File: src/sv/deq_pkg.sv
package deq_pkg;

    // Queue geometry
    localparam int DEPTH = 64;
    localparam int IDX_W = $clog2(DEPTH);
    localparam int CNT_W = $clog2(DEPTH + 1);
    localparam int KEY_W = 32;

    // Operation codes carried by an input transaction
    typedef enum logic [1:0] {
        OP_PUSH_FRONT = 2'd0,
        OP_PUSH_BACK  = 2'd1,
        OP_POP_FRONT  = 2'd2,
        OP_POP_BACK   = 2'd3
    } t_op;

    // Result status codes
    typedef enum logic [1:0] {
        ST_OK    = 2'd0,
        ST_EMPTY = 2'd1,
        ST_FULL  = 2'd2
    } t_status;

    // Command broadcast to every cell of the row
    typedef struct packed {
        logic             en;
        t_op              op;
        logic [CNT_W-1:0] count;
    } t_cell_cmd;

endpackage

File: src/sv/deq_cell.sv
module deq_cell (
    input  logic                       i_clk,
    input  logic [deq_pkg::IDX_W-1:0]  i_index,
    input  deq_pkg::t_cell_cmd         i_cmd,
    input  logic [deq_pkg::KEY_W-1:0]  i_key,
    input  logic [deq_pkg::KEY_W-1:0]  i_left_data,
    input  logic [deq_pkg::KEY_W-1:0]  i_right_data,
    output logic [deq_pkg::KEY_W-1:0]  o_data,
    output logic [deq_pkg::KEY_W-1:0]  o_tap
);
    import deq_pkg::*;

    logic [KEY_W-1:0] r_data;
    logic [KEY_W-1:0] n_data;
    logic [CNT_W-1:0] w_pos;
    logic             w_is_tail;
    logic             w_is_free;

    // Position of this cell relative to the current fill level
    assign w_pos     = {1'b0, i_index};
    assign w_is_free = (w_pos == i_cmd.count);
    assign w_is_tail = (w_pos == i_cmd.count - CNT_W'(1));

    // Shift toward the back, take the key, shift toward the front or hold
    always_comb begin
        n_data = r_data;
        if (i_cmd.en) begin
            unique case (i_cmd.op)
                OP_PUSH_FRONT: n_data = i_left_data;
                OP_PUSH_BACK: begin
                    if (w_is_free) begin
                        n_data = i_key;
                    end
                end
                OP_POP_FRONT:  n_data = i_right_data;
                OP_POP_BACK:   n_data = r_data;
                default:       n_data = r_data;
            endcase
        end
    end

    always_ff @(posedge i_clk) begin
        r_data <= n_data;
    end

    assign o_data = r_data;

    // Drive the back element onto the gather bus on a back pop
    assign o_tap = (i_cmd.en && i_cmd.op == OP_POP_BACK && w_is_tail) ? r_data : '0;

endmodule

File: config.mk
export PLATFORM = sky130hd
export DESIGN_NAME = deq_cell
export DESIGN_NICKNAME = d
export VERILOG_FILES = /design/src/sv/deq_pkg.sv /design/src/sv/deq_cell.sv
export SDC_FILE = /design/constraint.sdc
export NUM_CORES = 1
export LEC_CHECK = 0
export BUFFER_PORTS_ARGS = -buffer_cell sky130_fd_sc_hd__buf_2
export CORE_MARGIN = 2
export CORE_UTILIZATION = 40
export DETAILED_ROUTE_END_ITERATION = 7
export GPL_TIMING_DRIVEN = 0
export PLACE_DENSITY = 0.88
export SYNTH_ARGS = -nofsm -noshare
export SYNTH_HDL_FRONTEND = slang
export SYNTH_SLANG_ARGS = --single-unit
File: constraint.sdc
create_clock -name i_clk -period 5.9 [get_ports i_clk]
set_input_delay 0.885 -clock i_clk [delete_from_list [all_inputs] [get_ports i_clk]]
set_output_delay 0.885 -clock i_clk [all_outputs]
set_load 0.01 [all_outputs]
# After elaboration in Yosys (flattened, before gate mapping)
# Index checks and enable logic that the tools add are counted.
# word_totals
out_inout_bits	64
romBits	0
mem_count	0
input_bits	113
latchBits	0
regBits	32
word_cells	16
ramBits	0
# classes
muxes	3
n_mul	0
shift	0
div	0
eq_ne	6
reduce_logical	4
bitwise_logic	1
n_addsub	1
magnitude_cmp	0
# ops
operator	count
one-hot mux 32 bit (3 select lines)	1
two-way mux 32 bit	2
== test 6 x 7 -> 1 bit	2
subtractor 7 x 1 -> 7 bit, second input constant	1
== test 2 bit, second input constant	2
AND reduction 3 bit	1
== test 2 x 1 -> 1 bit, second input constant	1
logical AND 1 bit	2
zero test 2 bit	1
inequality test 2 bit, second input constant	1
NOT 1 bit	1

# Logic depth before layout (Yosys ltp)
# logic_depth
word_depth	4
ltp_mapped	7

# Worst setup path after synthesis
# Ideal clock, no wire load.
# synth_path
kind	input -> register
start	input i_cmd[3] in the netlist's numbering
end	register r_data[0] (netlist: o_data[0]), enable pin
slack_ns	1.226
t_arrival_ns	4.206
required_time_ns	5.432
path_stages	4
n_path_buf	0
setup_time_ns	0.468
cell_sequence	xor2_1 -> or4_1 -> o31a_1 -> nor3b_1
# synth_between
elab_chain_cells	3
# synth_lines
item	line_no	rtl
start, declared	deq_cell.sv:4	input deq_pkg::t_cell_cmd i_cmd,
== test 6 x 7 -> 1 bit	deq_cell.sv:21	assign w_is_free = (w_pos == i_cmd.count);
inequality test 2 bit (no line)	-	
AND reduction 3 bit (no line)	-	
end signal, assigned	deq_cell.sv:43	r_data <= n_data;
end, declared	deq_cell.sv:13	logic [KEY_W-1:0] r_data;
# No other way between the ends.
# A chain may end at the register's enable or synchronous reset.

# Worst setup path after layout
# layout_path
start	input i_cmd[0] in the netlist's numbering
end	output o_tap[15] in the netlist's numbering
# layout_between
elab_chain_cells	4
# layout_lines
item	line_no	rtl
subtractor 7 x 1 -> 7 bit	deq_cell.sv:22	assign w_is_tail = (w_pos == i_cmd.count - CNT_W'(1));
== test 6 x 7 -> 1 bit	deq_cell.sv:22	
logical AND 1 bit	deq_cell.sv:49	assign o_tap = (i_cmd.en && i_cmd.op == OP_POP_BACK && w_is_tail) ? r_data : '0;
two-way mux 32 bit	deq_cell.sv:49	
end, declared	deq_cell.sv:9	output logic [deq_pkg::KEY_W-1:0] o_tap
# No other way between the ends.

==> results.json <==
{
  "pwr-share-comb": 0.288,
  "fill_cells": 481,
  "final_max_slew_viol_count": 0,
  "syn-mean-instance-area_um2": 8.965,
  "power.internal_uw": 437.4,
  "final_layout_size_suffix_gt1_frac": 0.4647,
  "pre_cts_ws_ns": 2.207,
  "num_vias": 2768,
  "antenna_violations_before_repair": 0,
  "clock_tree.buffer_depth": 2,
  "timing.final.crit_share": 0.6282,
  "finalWorstSetupSlack_ns": 2.194,
  "ys.warnings.count": 0,
  "clockRootBuffer": "clkbuf_8",
  "total_leakage_power_uw": 0.001448,
  "rsz0062_at_grt": "false",
  "ant_nets": 0,
  "routed_via_density": 5.417,
  "mappedNetlistNets": 371,
  "wirelength_mm": 7.943,
  "switching_share": 0.3036,
  "max_slew_margin": 0.3374,
  "critical_path.most_common_cell": "buf_2",
  "io_pins": 177,
  "cts.repair_timing.setup_buffer_count": 0,
  "design.final.nets": 556,
  "detail_routed_net_length_per_standard_cell_um": 15.54,
  "setup_total_neg_slack_ns": 0,
  "power_density_nw_per_um2": 187.3,
  "initial_utilization": 0.4135,
  "fin_worst_hold_slack_ns": 0.8913,
  "groute.usage.overall": 0.2466,
  "cts-buffers-inserted": 5,
  "outcome": "finished, final reports clean",
  "timing_worst_slew_pin_value_ns": 0.9896,
  "worstPathArrival_ns": 2.82,
  "layout.cells.most_common_list": "buf_2 (176), o21ai_0 (64), nand2_1 (34), a22oi_1 (32), edfxtp_1 (32)",
  "layout_commonest_cell": "buf_2",
  "vdd_ir_drop_max_v": 0.0001221,
  "clock_share_of_power": 0.243,
  "timing.critical_path.slowest_stage_cell": "a221oi_2",
  "fmax_ghz": 0.2698,
  "place_congestion": 0.8076,
  "grt_overflow": 0,
  "power.net_switching_uw": 190.6,
  "report.final.setup_viol": 0,
  "max_cap_violations": 0,
  "port_buffers": 176,
  "design.die.area_um2": 6312,
  "cts_tree": "yes",
  "critical_path.cell_chain": "buf_2 > inv_1 > ha_1 > o21ba_1 > a221oi_2 > clkbuf_1 > o21ai_0 > nor3_1 > buf_2",
  "die_h_um": 79.45,
  "cts_num_sinks": 32,
  "cp_slowest_stage_delay_ns": 0.42,
  "synth_cells": 254,
  "min_period_ns": 3.706,
  "grt_max_degree": 14,
  "timing.critical_path.to_type": "output port",
  "required_ns": 5.02,
  "syn_area_um2": 2277,
  "ctsResizeCount": 0,
  "worst_setup_path_category": "in -> out",
  "placed_wire_length_estimate_after_detailed_placement_mm": 6.431,
  "yosys_most_used_dff": "edfxtp_1",
  "antennaDiodeCount": 0,
  "final_count_of_hold_timing_violations": 0,
  "ys_seq_area_frac": 0.4220,
  "remaining_drc_errors": 0,
  "grt_first_pass_wirelength_mm": 12.16,
  "largest_register_ffs": 32,
  "synth_edf_count": 32,
  "ys_ff_latch": 32,
  "drtPass1Iterations": 4,
  "min-delay-path-class": "in -> reg",
  "power.sequential.fraction": 0.470,
  "dieWidth_um": 79.45,
  "async_flop_share": 0,
  "synth.distinct_cells": 23,
  "drtIter0Drc": 167,
  "rows": 27,
  "crit_fanout": 10,
  "postCtsHoldBufs": 0,
  "setup.worst_path.start_class": "input port",
  "cts.htree.levels": 2,
  "worst_setup_hold_path_clk_slew_ns": 0.06,
  "number_of_global_route_vias_before_repair": 2519,
  "areaGrowthSynthToFinish_pct": 47.25,
  "core-area_um2": 5507
}
[final timing paths]
path                         from          to  slack, ns  depth (start not counted)
setup / recovery         i_cmd[0]   o_tap[15]       2.19                          9
hold / removal    i_left_data[26]  o_data[26]       0.89                          3
[layer usage]
metal | wire length, µm | global-route usage | vias to the layer above
li1 | - | - | 1325
met2 | 4061 | 0.4252 | 146
met1 | 3210 | 0.3162 | 1287
met4 | 85 | 0.06552 | 0
met5 | 0 | 0 | -
met3 | 587 | 0.04638 | 10
[layout make-up]
type / instances / area, µm² / area share
Buffer: 26 / 120.1 / 0.03582
Clock buffer: 6 / 72.57 / 0.02164
Tap cell: 72 / 90.09 / 0.02687
Multi-Input combinational cell: 192 / 1186 / 0.3537
Timing Repair Buffer: 178 / 903.4 / 0.2694
Sequential cell: 32 / 960.9 / 0.2866
Inverter: 4 / 15.01 / 0.004478
Clock inverter: 1 / 5.005 / 0.001493
[critical path: cells and delay by family]
family                     cells  cell delay, ns
and+or+nand+nor                1            0.19
buffers and inverters          4            0.72
adders and majority gates      1            0.26
AOI/OAI and AO/OA              3            0.77
[stage by stage]
stage | total power, µW | cells | area (µm²) | util
2_1_floorplan | 386.0 | 254 | 2277 | -
3_3_place_gp | 470.7 | 502 | 3248 | 0.5899
3_5_place_dp | 478.4 | 504 | 3276 | 0.5949
4_1_cts | 631.8 | 511 | 3353 | 0.6090
5_1_grt | 665.0 | 511 | 3353 | 0.6090
6_report | 628.0 | 511 | 3353 | 0.6090
[Yosys cell counts (3+ instances only)]
cell | instances | area (µm²)
nand2_1 | 34 | 127.6
nor3_1 | 22 | 110.1
edfxtp_1 | 32 | 960.9
nor3_2 | 13 | 130.1
xor2_1 | 4 | 35.03
clkbuf_1 | 23 | 86.33
inv_1 | 4 | 15.01
buf_6 | 3 | 33.78
ha_1 | 4 | 50.05
o21ai_0 | 64 | 320.3
xnor2_1 | 6 | 52.55
a22oi_1 | 32 | 240.2
[logic make-up (layout without fill, tap and decap cells)]
group	after synthesis	after routing	synth area share
compound gates	101	101	0.2736
xor+xnor	10	10	0.03846
fa+ha+maj	4	4	0.02198
buf+inv	30	215	0.05934
flops	32	32	0.4220
simple gates	77	77	0.1846
[power groups by stage]
stage	sequential [µW]	clock [µW]	combinational, µW
final	295	152	181
after global routing	297	167	201
after CTS	294	158	180
after detailed placement	299	0	180
after global placement	299	0	172
after floorplan	308	0	78.0
(Power assumes the default switching activity.)
